**config.mk**
```make
export PLATFORM = sky130hd
export DESIGN_NAME = rgb_to_color_filter_bitplanes
export DESIGN_NICKNAME = d
export VERILOG_FILES = /design/src/rgbcf_pkg.sv /design/src/rgbcf_front.sv /design/src/rgbcf_queue.sv /design/src/rgbcf_back.sv /design/src/rgb_to_color_filter_bitplanes.sv
export SDC_FILE = /design/constraint.sdc
export NUM_CORES = 1
export LEC_CHECK = 0
export BUFFER_PORTS_ARGS = -buffer_cell sky130_fd_sc_hd__buf_2
export CELL_PAD_IN_SITES_DETAIL_PLACEMENT = 0
export CELL_PAD_IN_SITES_GLOBAL_PLACEMENT = 1
export CORE_MARGIN = 2
export CORE_UTILIZATION = 50
export DETAILED_ROUTE_END_ITERATION = 8
export PLACE_DENSITY_LB_ADDON = 0.08
export SKIP_CTS_REPAIR_TIMING = 1
export SLEW_MARGIN = 5
export SYNTH_ARGS = -nofsm -noshare
export SYNTH_HDL_FRONTEND = slang
export SYNTH_SLANG_ARGS = --single-unit
```
**constraint.sdc**
```tcl
create_clock -name clk -period 4.85 [get_ports clk]
set_input_delay 0.97 -clock clk [delete_from_list [all_inputs] [get_ports clk]]
set_output_delay 0.97 -clock clk [all_outputs]
set_load 0.005 [all_outputs]
```
**src/rgbcf_pkg.sv**
```systemverilog
// Shared types and constants for the RGB to color filter bit plane block.
`default_nettype none

package rgbcf_pkg;

    localparam int unsigned MAX_ROW_PIXELS_DEF = 4096;
    localparam int unsigned MIN_ROW_PIXELS     = 8;
    localparam int unsigned ROW_WIDTH_W        = 13;
    localparam logic [ROW_WIDTH_W-1:0] ROW_WIDTH_RESET = 13'd1600;
    localparam int unsigned COL_W              = 9;
    localparam int unsigned PLANES             = 4;
    localparam int unsigned CHANNELS           = 3;
    localparam int unsigned GROUP_PIX          = 3;
    localparam int unsigned QUEUE_DEPTH        = 2;

    // floor(x / 3) == (x * 683) >> 11 for x <= 765
    localparam logic [9:0] RECIP3 = 10'd683;

    localparam logic [1:0] PHASE_LAST = 2'd2;

    // sub-pixel masks, [channel][row phase]; bit 2 is the leftmost pixel
    localparam logic [2:0] SUB_MASK [CHANNELS][GROUP_PIX] = '{
        '{3'd2, 3'd1, 3'd4},
        '{3'd1, 3'd4, 3'd2},
        '{3'd4, 3'd2, 3'd1}
    };

    typedef struct packed {
        logic [PLANES-1:0][2:0] grp;
        logic [2:0]             offset;
        logic                   fill;
        logic [COL_W-1:0]       fill_col;
        logic                   fill_done;
        logic                   row_end;
        logic                   partial;
        logic [COL_W-1:0]       partial_col;
    } group_t;

endpackage

`default_nettype wire

```
**src/rgbcf_front.sv**
```systemverilog
// Front end: channel levels, plane bits and row position bookkeeping per group.
`default_nettype none

module rgbcf_front #(
    parameter int unsigned MAX_ROW_PIXELS = rgbcf_pkg::MAX_ROW_PIXELS_DEF
) (
    input  logic                                clk,
    input  logic                                rst_n,
    input  logic                                push,
    input  logic [7:0]                          red_a,
    input  logic [7:0]                          green_a,
    input  logic [7:0]                          blue_a,
    input  logic [7:0]                          red_b,
    input  logic [7:0]                          green_b,
    input  logic [7:0]                          blue_b,
    input  logic [7:0]                          red_c,
    input  logic [7:0]                          green_c,
    input  logic [7:0]                          blue_c,
    input  logic [rgbcf_pkg::ROW_WIDTH_W-1:0]   row_width,
    output rgbcf_pkg::group_t                   group
);
    import rgbcf_pkg::*;

    localparam int unsigned POS_W = $clog2(MAX_ROW_PIXELS + GROUP_PIX);

    function automatic logic [COL_W-1:0] col_of(input logic [POS_W-1:0] pos);
        logic [POS_W+COL_W-1:0] wide;
        wide = {{COL_W{1'b0}}, pos} >> 3;
        return wide[COL_W-1:0];
    endfunction

    logic [POS_W-1:0] pos_reg;
    logic [POS_W-1:0] pos_next;
    logic [1:0]       phase_reg;
    logic [1:0]       phase_next;

    logic [1:0]             phase;
    logic [9:0]             sum  [CHANNELS];
    logic [19:0]            prod [CHANNELS];
    logic [3:0]             inv  [CHANNELS];
    logic [PLANES-1:0][2:0] grp_raw;
    logic [POS_W-1:0]       w;
    logic [POS_W-1:0]       pos_i [GROUP_PIX];
    logic [GROUP_PIX-1:0]   in_row;
    logic [POS_W:0]         end_pos;
    logic [POS_W:0]         next_pos;
    logic [POS_W-1:0]       e;

    always_comb
    begin
        phase = (phase_reg > PHASE_LAST) ? 2'd0 : phase_reg;

        sum[0] = {2'b0, red_a}   + {2'b0, red_b}   + {2'b0, red_c};
        sum[1] = {2'b0, green_a} + {2'b0, green_b} + {2'b0, green_c};
        sum[2] = {2'b0, blue_a}  + {2'b0, blue_b}  + {2'b0, blue_c};
        for (int c = 0; c < CHANNELS; c++)
        begin
            prod[c] = 20'(sum[c]) * 20'(RECIP3);
            inv[c]  = ~prod[c][18:15];
        end

        for (int p = 0; p < PLANES; p++)
        begin
            grp_raw[p] = 3'd0;
            for (int c = 0; c < CHANNELS; c++)
            begin
                if (inv[c][p])
                begin
                    grp_raw[p] = grp_raw[p] | SUB_MASK[c][phase];
                end
            end
        end

        if (row_width < ROW_WIDTH_W'(MIN_ROW_PIXELS))
        begin
            w = POS_W'(MIN_ROW_PIXELS);
        end
        else if (32'(row_width) > 32'(MAX_ROW_PIXELS))
        begin
            w = POS_W'(MAX_ROW_PIXELS);
        end
        else
        begin
            w = POS_W'(row_width);
        end
    end

    always_comb
    begin
        group.fill      = 1'b0;
        group.fill_col  = '0;
        group.fill_done = 1'b0;
        group.offset    = pos_reg[2:0];
        for (int i = 0; i < GROUP_PIX; i++)
        begin
            pos_i[i]  = pos_reg + POS_W'(i);
            in_row[i] = pos_i[i] < w;
            next_pos  = {1'b0, pos_i[i]} + 1'b1;
            if (in_row[i] && (pos_i[i][2:0] == 3'd7))
            begin
                group.fill      = 1'b1;
                group.fill_col  = col_of(pos_i[i]);
                group.fill_done = next_pos >= {1'b0, w};
            end
        end
        for (int p = 0; p < PLANES; p++)
        begin
            for (int i = 0; i < GROUP_PIX; i++)
            begin
                group.grp[p][2-i] = grp_raw[p][2-i] & in_row[i];
            end
        end

        end_pos           = {1'b0, pos_reg} + (POS_W+1)'(GROUP_PIX);
        group.row_end     = end_pos >= {1'b0, w};
        e                 = (pos_reg < w) ? w : pos_reg;
        group.partial     = group.row_end && (e[2:0] != 3'd0);
        group.partial_col = col_of(e);
    end

    always_comb
    begin
        pos_next   = pos_reg;
        phase_next = phase_reg;
        if (push)
        begin
            if (group.row_end)
            begin
                pos_next   = '0;
                phase_next = (phase == PHASE_LAST) ? 2'd0 : phase + 2'd1;
            end
            else
            begin
                pos_next   = end_pos[POS_W-1:0];
                phase_next = phase;
            end
        end
    end

    always_ff @(posedge clk or negedge rst_n)
    begin
        if (!rst_n)
        begin
            pos_reg   <= '0;
            phase_reg <= 2'd0;
        end
        else
        begin
            pos_reg   <= pos_next;
            phase_reg <= phase_next;
        end
    end

endmodule

`default_nettype wire

```
**src/rgbcf_queue.sv**
```systemverilog
// Short FIFO between the front end and the packer.
`default_nettype none

module rgbcf_queue #(
    parameter int unsigned WIDTH = 8,
    parameter int unsigned DEPTH = 2
) (
    input  logic             clk,
    input  logic             rst_n,
    input  logic             push,
    input  logic [WIDTH-1:0] push_data,
    output logic             full,
    input  logic             pop,
    output logic [WIDTH-1:0] pop_data,
    output logic             empty
);
    localparam int unsigned PTR_W = (DEPTH > 1) ? $clog2(DEPTH) : 1;
    localparam int unsigned CNT_W = $clog2(DEPTH + 1);

    logic [WIDTH-1:0] mem_reg [DEPTH];
    logic [PTR_W-1:0] wr_ptr_reg;
    logic [PTR_W-1:0] wr_ptr_next;
    logic [PTR_W-1:0] rd_ptr_reg;
    logic [PTR_W-1:0] rd_ptr_next;
    logic [CNT_W-1:0] count_reg;
    logic [CNT_W-1:0] count_next;

    assign full     = count_reg == CNT_W'(DEPTH);
    assign empty    = count_reg == '0;
    assign pop_data = mem_reg[rd_ptr_reg];

    always_comb
    begin
        wr_ptr_next = wr_ptr_reg;
        rd_ptr_next = rd_ptr_reg;
        count_next  = count_reg;
        if (push)
        begin
            wr_ptr_next = (wr_ptr_reg == PTR_W'(DEPTH - 1)) ? '0 : wr_ptr_reg + 1'b1;
        end
        if (pop)
        begin
            rd_ptr_next = (rd_ptr_reg == PTR_W'(DEPTH - 1)) ? '0 : rd_ptr_reg + 1'b1;
        end
        if (push && !pop)
        begin
            count_next = count_reg + 1'b1;
        end
        else if (pop && !push)
        begin
            count_next = count_reg - 1'b1;
        end
    end

    always_ff @(posedge clk)
    begin
        if (push)
        begin
            mem_reg[wr_ptr_reg] <= push_data;
        end
    end

    always_ff @(posedge clk or negedge rst_n)
    begin
        if (!rst_n)
        begin
            wr_ptr_reg <= '0;
            rd_ptr_reg <= '0;
            count_reg  <= '0;
        end
        else
        begin
            wr_ptr_reg <= wr_ptr_next;
            rd_ptr_reg <= rd_ptr_next;
            count_reg  <= count_next;
        end
    end

endmodule

`default_nettype wire

```
**src/rgbcf_back.sv**
```systemverilog
// Packer: shifts group bits into plane bytes, holds row-end bytes, output register.
`default_nettype none

module rgbcf_back (
    input  logic                                    clk,
    input  logic                                    rst_n,
    input  logic                                    entry_valid,
    input  rgbcf_pkg::group_t                       entry,
    output logic                                    pop,
    output logic                                    out_valid,
    input  logic                                    out_ready,
    output logic [rgbcf_pkg::PLANES-1:0][7:0]       out_planes,
    output logic [rgbcf_pkg::COL_W-1:0]             out_col,
    output logic                                    out_done
);
    import rgbcf_pkg::*;

    logic [PLANES-1:0][7:0] acc_reg;
    logic [PLANES-1:0][7:0] acc_next;
    logic                   hold_valid_reg;
    logic                   hold_valid_next;
    logic [PLANES-1:0][7:0] hold_planes_reg;
    logic [PLANES-1:0][7:0] hold_planes_next;
    logic [COL_W-1:0]       hold_col_reg;
    logic [COL_W-1:0]       hold_col_next;
    logic                   out_valid_reg;
    logic                   out_valid_next;
    logic [PLANES-1:0][7:0] out_planes_reg;
    logic [PLANES-1:0][7:0] out_planes_next;
    logic [COL_W-1:0]       out_col_reg;
    logic [COL_W-1:0]       out_col_next;
    logic                   out_done_reg;
    logic                   out_done_next;

    logic [PLANES-1:0][15:0] window;
    logic [PLANES-1:0][7:0]  hi;
    logic [PLANES-1:0][7:0]  lo;
    logic [PLANES-1:0][7:0]  tail;
    logic [3:0]              shamt;

    assign pop        = entry_valid && (!out_valid_reg || out_ready);
    assign out_valid  = out_valid_reg;
    assign out_planes = out_planes_reg;
    assign out_col    = out_col_reg;
    assign out_done   = out_done_reg;

    // hi is the byte being filled, lo the next one
    always_comb
    begin
        shamt = 4'd13 - {1'b0, entry.offset};
        for (int p = 0; p < PLANES; p++)
        begin
            window[p] = {acc_reg[p], 8'h00} | (16'(entry.grp[p]) << shamt);
            hi[p]     = window[p][15:8];
            lo[p]     = window[p][7:0];
            tail[p]   = entry.fill ? lo[p] : hi[p];
        end
    end

    always_comb
    begin
        acc_next         = acc_reg;
        hold_valid_next  = hold_valid_reg;
        hold_planes_next = hold_planes_reg;
        hold_col_next    = hold_col_reg;
        out_valid_next   = out_valid_reg;
        out_planes_next  = out_planes_reg;
        out_col_next     = out_col_reg;
        out_done_next    = out_done_reg;

        if (pop)
        begin
            acc_next         = entry.row_end ? '0 : tail;
            hold_valid_next  = entry.fill && entry.partial;
            hold_planes_next = tail;
            hold_col_next    = entry.partial_col;
            out_valid_next   = hold_valid_reg || entry.fill || entry.partial;
            priority if (hold_valid_reg)
            begin
                out_planes_next = hold_planes_reg;
                out_col_next    = hold_col_reg;
                out_done_next   = 1'b1;
            end
            else if (entry.fill)
            begin
                out_planes_next = hi;
                out_col_next    = entry.fill_col;
                out_done_next   = entry.fill_done;
            end
            else
            begin
                out_planes_next = tail;
                out_col_next    = entry.partial_col;
                out_done_next   = 1'b1;
            end
        end
        else if (out_ready)
        begin
            out_valid_next = 1'b0;
        end
    end

    always_ff @(posedge clk)
    begin
        hold_planes_reg <= hold_planes_next;
        hold_col_reg    <= hold_col_next;
        out_planes_reg  <= out_planes_next;
        out_col_reg     <= out_col_next;
        out_done_reg    <= out_done_next;
    end

    always_ff @(posedge clk or negedge rst_n)
    begin
        if (!rst_n)
        begin
            acc_reg        <= '0;
            hold_valid_reg <= 1'b0;
            out_valid_reg  <= 1'b0;
        end
        else
        begin
            acc_reg        <= acc_next;
            hold_valid_reg <= hold_valid_next;
            out_valid_reg  <= out_valid_next;
        end
    end

`ifndef SYNTHESIS
    // a held byte is always followed by the first group of a row
    a_hold_then_quiet: assert property (@(posedge clk) disable iff (!rst_n)
        pop && hold_valid_reg |-> !entry.fill && !entry.partial)
        else $error("held byte collides with a new byte");

    a_partial_at_row_end: assert property (@(posedge clk) disable iff (!rst_n)
        pop && entry.partial |-> entry.row_end)
        else $error("partial byte outside row end");

    a_two_bytes_hold: assert property (@(posedge clk) disable iff (!rst_n)
        pop && entry.fill && entry.partial |=> hold_valid_reg && out_valid_reg)
        else $error("second byte of a group was not held");
`endif

endmodule

`default_nettype wire

```
**src/rgb_to_color_filter_bitplanes.sv**
```systemverilog
// Top level of the RGB to color filter bit plane packer.
`default_nettype none

// Accepts one group of three pixels per clock while pixel_ready is high; the
// front end computes the per-channel levels and sub-pixel bits in the cycle of
// acceptance and writes them into a two-beat queue. The packer takes one queue
// beat per cycle unless its output is stalled and loads the output register;
// a byte passes the queue and the output register. The sustained rate is one
// group per clock while the output side takes a beat every clock. The packer
// emits at most one byte per group; when the last group of a row yields both
// a full and a partial byte, the partial byte (row_done set) is kept and sent
// when the packer takes the next group. row_width is taken through its own
// always-ready channel and should only be changed while the block is idle.
module rgb_to_color_filter_bitplanes #(
    parameter int unsigned MAX_ROW_PIXELS = rgbcf_pkg::MAX_ROW_PIXELS_DEF
) (
    input  logic                                clk,
    input  logic                                rst_n,
    input  logic                                pixel_valid,
    output logic                                pixel_ready,
    input  logic [7:0]                          red_a,
    input  logic [7:0]                          green_a,
    input  logic [7:0]                          blue_a,
    input  logic [7:0]                          red_b,
    input  logic [7:0]                          green_b,
    input  logic [7:0]                          blue_b,
    input  logic [7:0]                          red_c,
    input  logic [7:0]                          green_c,
    input  logic [7:0]                          blue_c,
    output logic                                plane_valid,
    input  logic                                plane_ready,
    output logic [7:0]                          plane_zero,
    output logic [7:0]                          plane_one,
    output logic [7:0]                          plane_two,
    output logic [7:0]                          plane_three,
    output logic [rgbcf_pkg::COL_W-1:0]         byte_column,
    output logic                                row_done,
    input  logic                                cfg_valid,
    output logic                                cfg_ready,
    input  logic [rgbcf_pkg::ROW_WIDTH_W-1:0]   cfg_data
);
    import rgbcf_pkg::*;

    logic [ROW_WIDTH_W-1:0] row_width_reg;
    logic [ROW_WIDTH_W-1:0] row_width_next;

    logic                   push;
    logic                   full;
    logic                   empty;
    logic                   pop;
    group_t                 front_group;
    group_t                 head_group;
    logic [PLANES-1:0][7:0] planes;

    assign cfg_ready   = 1'b1;
    assign pixel_ready = !full;
    assign push        = pixel_valid && !full;

    assign row_width_next = (cfg_valid && cfg_ready) ? cfg_data : row_width_reg;

    always_ff @(posedge clk or negedge rst_n)
    begin
        if (!rst_n)
        begin
            row_width_reg <= ROW_WIDTH_RESET;
        end
        else
        begin
            row_width_reg <= row_width_next;
        end
    end

    rgbcf_front #(
        .MAX_ROW_PIXELS (MAX_ROW_PIXELS)
    ) u_front (
        .clk       (clk),
        .rst_n     (rst_n),
        .push      (push),
        .red_a     (red_a),
        .green_a   (green_a),
        .blue_a    (blue_a),
        .red_b     (red_b),
        .green_b   (green_b),
        .blue_b    (blue_b),
        .red_c     (red_c),
        .green_c   (green_c),
        .blue_c    (blue_c),
        .row_width (row_width_reg),
        .group     (front_group)
    );

    rgbcf_queue #(
        .WIDTH ($bits(group_t)),
        .DEPTH (QUEUE_DEPTH)
    ) u_queue (
        .clk       (clk),
        .rst_n     (rst_n),
        .push      (push),
        .push_data (front_group),
        .full      (full),
        .pop       (pop),
        .pop_data  (head_group),
        .empty     (empty)
    );

    rgbcf_back u_back (
        .clk         (clk),
        .rst_n       (rst_n),
        .entry_valid (!empty),
        .entry       (head_group),
        .pop         (pop),
        .out_valid   (plane_valid),
        .out_ready   (plane_ready),
        .out_planes  (planes),
        .out_col     (byte_column),
        .out_done    (row_done)
    );

    assign plane_zero  = planes[0];
    assign plane_one   = planes[1];
    assign plane_two   = planes[2];
    assign plane_three = planes[3];

endmodule

`default_nettype wire

```
==> impl_metrics.yaml, run 1 <==
run_status:
  outcome: "complete, but fails checks"
  violations: "setup timing"
sta:
  fmax_ghz: 0.146
  period_minus_slack_ns: 6.87
  grt_setup_unrepaired: "true"
  slew-limit-headroom_pct: 28.4
  fin_ws_ns: -2.02
  hold_viol: 0
  setup-violations-final: 24
  tightest_slew_ns: 1.07
  timing.final.crit_share_pct: 142
  slew_violations: 0
  finClkSkew_ns: 0.0144
routing:
  drc: 0
  drt-initial-drc-count: 548
  dr.pass1.iters: 5
  wl_per_cell_um: 17.1
  avgViaCountPerCell: 5.40
  via_count: 14400
  detail-route-antenna-nets: 0
  wl_mm: 45.6
logic_synthesis:
  synth.distinct_cells: 90
  synth_edf_count: 157
  yosysSeqAreaShare_pct: 33.2
  yosys_register_bits: 223
  yosys_warnings: 0
  syn_area_um2: 19200
  syn-num-nets: 2290
  ys.flop_type: "edfxtp_1"
  synthCells: 1824
  avgSynthCellArea_um2: 10.5
  synth_async_sr_flop_share_pct: 29.6
floorplanning:
  die_h_um: 200
  dieArea_um2: 39900
  rows: 71
  io_pins: 135
  core_area_um2: 37700
  start_util_pct: 50.9
  die_width_um: 200
global_routing:
  overflow: 0
  grt_max_degree: 82
  antenna_found_initial: 1
  track_usage_pct: 23.2
  grt_pass1_wl_mm: 73.7
  first_global_vias: 14500
setup_path:
  slowest_stage: "fa_1"
  r2r_start: "u_front.pos_reg[1]"
  r2r-end: "u_queue.mem_reg[1][20]"
  cp-endpoint: "u_queue.mem_reg[1][32]"
  arrival_ns: 7.15
  cp_slowest_stage_delay_ns: 0.54
  required_ns: 5.13
  worstSetupStartpointType: "input port"
  path_class: "in2reg"
  worstPathMaxFanout: 3
  rr_worst_depth: 13
  startpoint: "green_b[0]"
  cp_common_cell: "a21o_1"
  endpoint_kind: "flip-flop"
  rrSetupSlack_ns: 0.57
layout:
  area_growth_pct: 20.5
  multi_input_area_um2: 12400
  nFillCells: 3247
  finalNetCount: 2599
  largest_reg_flops: 74
  final_cell_mix: "ha_1, buf_4, inv_1"
  drive_gt1_share_pct: 26.7
  instances_no_fill: 2662
  seqCellArea_um2: 6370
  final_common_cell: "ha_1"
clock_tree:
  cts_buffer_depth: 3
  clk_latency_ns: 0.54
  cts_tree: "done"
  cts_max_level: 1
  cts_root_buf: "clkbuf_16"
  path_clk_slew_ns: 0.07
  cts_buffers: 24
  cts.sinks: 223
placed_design:
  dpl.hpwl_mm: 35.0
  port_buffers: 133
  place.gp.congestion: 0.896
  placed_cells: 2610
flow_run:
  drv_cap: 0
worst_hold_path:
  hp-class: "in2async"
cell families (layout without fill, tap and decap cells):
group / Yosys count / after routing / synth area share, %
compound gates: 427 / 427 / 14.9
simple gates: 363 / 363 / 9.45
fa+ha+maj: 376 / 376 / 27.1
mux: 68 / 68 / 4.03
flops: 223 / 223 / 33.2
xor+xnor: 123 / 123 / 6.03
buf+inv: 243 / 569 / 5.24
other cells: 1 / 2 / 0.0196
stage by stage:
step / TNS, ns / area [µm²] / hold slack [ns] / utilization, % / setup WS [ns]
floorplan: -51.70 / 19300 / 0.474 / - / -2.27
global placement: -60.55 / 21900 / 0.490 / 58.0 / -2.62
detailed placement: -62.16 / 21900 / 0.495 / 58.0 / -2.67
CTS: -48.77 / 22600 / 0.483 / 60.0 / -2.11
global route: -51.58 / 23100 / 0.531 / 61.3 / -2.23
finish: -46.75 / 23100 / 0.477 / 61.3 / -2.02
critical path, delay by kind of cell:
family	cells	cell delay, ns
buf+inv	1	0.10
fa+ha+maj	9	3.14
simple gates	5	0.62
xor+xnor	3	0.51
compound gates	9	1.79
cells in the mapped netlist (10+ instances only):
master,n,area [µm²]
mux2_2,38,428
a22o_1,49,429
o22ai_1,17,106
nand2b_1,10,62.6
o21a_1,12,90.1
dfrtp_1,63,1580
xor2_1,36,315
nor2b_1,12,75.1
clkbuf_1,32,120
o21ai_0,87,435
xnor2_1,79,692
edfxtp_1,157,4710
nor2_1,101,379
a31oi_1,13,81.3
a211oi_1,15,113
o21bai_1,12,90.1
nand2_1,108,405
a21o_1,38,285
o21ai_1,30,150
nand3_1,25,125
mux2i_1,23,230
nor3_1,41,205
a21oi_1,95,475
ha_1,310,3880
inv_1,181,679
fa_1,66,1320
buf_2,13,65.1
and3_1,13,81.3
area by class of cell:
cell class	count	share of cell area, %
Sequential cell	223	27.6
Clock inverter	11	0.368
Timing Repair Buffer	344	9.87
Tap cell	511	2.77
Inverter	182	2.96
Clock buffer	32	2.82
Antenna cell	1	0.0108
Multi-Input combinational cell	1358	53.6
how the worst min path moves through the flow:
stage	from	end	cells after the start
2_1_floorplan	u_back.acc_reg[9]	u_back.acc_reg[9]	1
3_3_place_gp	u_back.acc_reg[8]	u_back.acc_reg[8]	1
3_5_place_dp	u_back.acc_reg[16]	u_back.acc_reg[16]	1
4_1_cts	rst_n	row_width_reg[1]	1
5_1_grt	u_back.acc_reg[24]	u_back.acc_reg[24]	1
6_report	rst_n	u_front.pos_reg[0]	1
per-layer routing:
| layer | vias to the layer above | global-route usage, % | wire length (µm) |
|---|---|---|---|
| li1 | 7210 | - | - |
| met1 | 6816 | 32.2 | 21400 |
| met2 | 309 | 39.1 | 21600 |
| met3 | 48 | 2.77 | 1900 |
| met4 | 0 | 5.05 | 740 |
| met5 | - | 0 | 0 |
Power of run 1 is left out: the tool's default activity adds up to more than one toggle a clock period on the data nets, which glitch-free logic cannot reach.
==> inputs of run 2 (changes only) <==
--- a/config.mk
+++ b/config.mk
@@ -7,3 +7,2 @@
 export LEC_CHECK = 0
-export BUFFER_PORTS_ARGS = -buffer_cell sky130_fd_sc_hd__buf_2
 export CELL_PAD_IN_SITES_DETAIL_PLACEMENT = 0
@@ -11,4 +10,5 @@
 export CORE_MARGIN = 2
-export CORE_UTILIZATION = 50
+export CORE_UTILIZATION = 52
 export DETAILED_ROUTE_END_ITERATION = 8
+export DONT_BUFFER_PORTS = 1
 export PLACE_DENSITY_LB_ADDON = 0.08
==> constraint.sdc (replaced) <==
create_clock -name clk -period 4.85 [get_ports clk]
set_input_delay 0.7275 -clock clk [delete_from_list [all_inputs] [get_ports clk]]
set_output_delay 0.7275 -clock clk [all_outputs]
set_load 0.005 [all_outputs]
==> run 2 against run 1 <==
  * The run still ends with setup timing left
  * Die area fell by 3.8%
  * Clock-buffer cell count fell by 1
  * Global-route usage fell by 0.41 points
  * Cell count fell by 6.9%
  * Critical path type unchanged
  * Highest routed layer unchanged
==> impl_metrics.yaml, run 2 (synthesis results as in run 1) <==
global_routing:
  antenna_found_initial: 0
  first_global_vias: 13900
  grt_pass1_wl_mm: 71.1
  track_usage_pct: 22.8
  grt_max_degree: 67
  overflow: 0
setup_path:
  worstSetupStartpointType: "input port"
  required_ns: 5.13
  arrival_ns: 6.74
  path_class: "in2reg"
  endpoint_kind: "flip-flop"
  worstPathMaxFanout: 3
routing:
  drc: 0
  dr.pass1.iters: 8
  avgViaCountPerCell: 5.60
  drt-initial-drc-count: 731
  via_count: 13900
  detail-route-antenna-nets: 0
  wl_mm: 43.8
  wl_per_cell_um: 17.7
worst_hold_path:
  hp-class: "in2async"
sta:
  grt_setup_unrepaired: "true"
  slew_violations: 0
  tightest_slew_ns: 1.09
  fmax_ghz: 0.155
  fin_ws_ns: -1.61
  period_minus_slack_ns: 6.46
  setup-violations-final: 24
  finClkSkew_ns: 0.0113
  timing.final.crit_share_pct: 133
  slew-limit-headroom_pct: 27.2
  hold_viol: 0
layout:
  largest_reg_flops: 74
  finalNetCount: 2459
  finalInstanceArea_um2: 22500
  instances_no_fill: 2479
  num_antenna_cells: 0
  drive_gt1_share_pct: 21.6
  final_common_cell: "ha_1"
  final_cell_mix: "ha_1, buf_4, inv_1"
  area_growth_pct: 17.3
clock_tree:
  cts_buffer_depth: 3
  cts_buffers: 24
  path_clk_slew_ns: 0.07
  cts_max_level: 1
  cts_root_buf: "clkbuf_16"
  clk_latency_ns: 0.54
  cts_tree: "done"
  cts.sinks: 223
run_status:
  violations: "setup timing"
  outcome: "complete, but fails checks"
floorplanning:
  start_util_pct: 52.6
  die_h_um: 196
  dieArea_um2: 38400
  die_width_um: 196
  io_pins: 135
  rows: 70
  core_area_um2: 36400
placed_design:
  place.gp.congestion: 0.855
  dpl_cell_area_um2: 21100
  placed_cells: 2424
  dpl.hpwl_mm: 33.6
  port_buffers: 0
flow_run:
  drv_cap: 0
run 2: cell types whose count changed in the layout (fill, tap and decap cells not counted), sizes merged:
cell / change
buf: -140
clkbuf: -1
diode: -1
clkinvlp: -1
bufinv: +3
inv: -1
clkinv: +1
run 2: stage by stage:
stage	utilization (%)	TNS, ns	hold slack, ns	setup WS [ns]
after floorplan	-	-45.88	0.432	-2.03
after global placement	57.9	-51.88	0.440	-2.20
after detailed placement	57.9	-54.01	0.437	-2.29
after CTS	60.1	-40.52	-0.149	-1.73
after global routing	61.7	-43.26	0.00788	-1.84
final	61.7	-37.19	0.0218	-1.61
run 2: layout make-up:
cell class                 count  area (µm²)
clock buffer                  31         647
clock inverter                13         178
fill                        3064       14000
inverter                     182         684
multi-input combinational   1358       12500
sequential                   223        6370
tap                          468         586
timing repair buffer         204        1560
run 2: path summary, 6_finish.rpt:
kind                                     from                endpoint  slack (ns)  depth (start not counted)
max                                green_a[1]  u_queue.mem_reg[0][31]       -1.61                         27
min                                     rst_n       row_width_reg[10]        0.02                          0
max reg2reg                  row_width_reg[8]  u_queue.mem_reg[1][18]        0.57                         17
min reg2reg                u_back.acc_reg[17]      u_back.acc_reg[17]        0.51                          1
max in group asynchronous               rst_n        row_width_reg[7]        4.47                          1
min in group clk                    cfg_valid       row_width_reg[12]        0.30                          1
run 2: worst max-delay path: stages:
cell	delay [ns]
ha_1	0.28
a21o_1	0.16
a21oi_2	0.15
xnor2_1	0.19
ha_1	0.31
buf_4	0.15
o21ai_1	0.06
nand2_1	0.08
a21o_1	0.18
a21o_1	0.19
a21o_1	0.16
a21o_1	0.19
xnor2_2	0.15
ha_1	0.32
ha_4	0.29
fa_1	0.43
fa_1	0.54
fa_1	0.42
ha_1	0.28
nand2_1	0.05
or2_4	0.27
a211oi_4	0.25
o31a_4	0.21
a21oi_4	0.06
xor2_2	0.16
a222oi_1	0.36
nor2_1	0.10
run 2: per-layer routing:
layer / GRT usage (%) / vias to the layer above / wire length, µm
li1: - / 6913 / -
met1: 30.8 / 6654 / 20200
met2: 39.6 / 268 / 21300
met3: 1.99 / 56 / 1420
met4: 5.72 / 0 / 911
met5: 0 / - / 0
Power of run 2 is left out for the same reason.
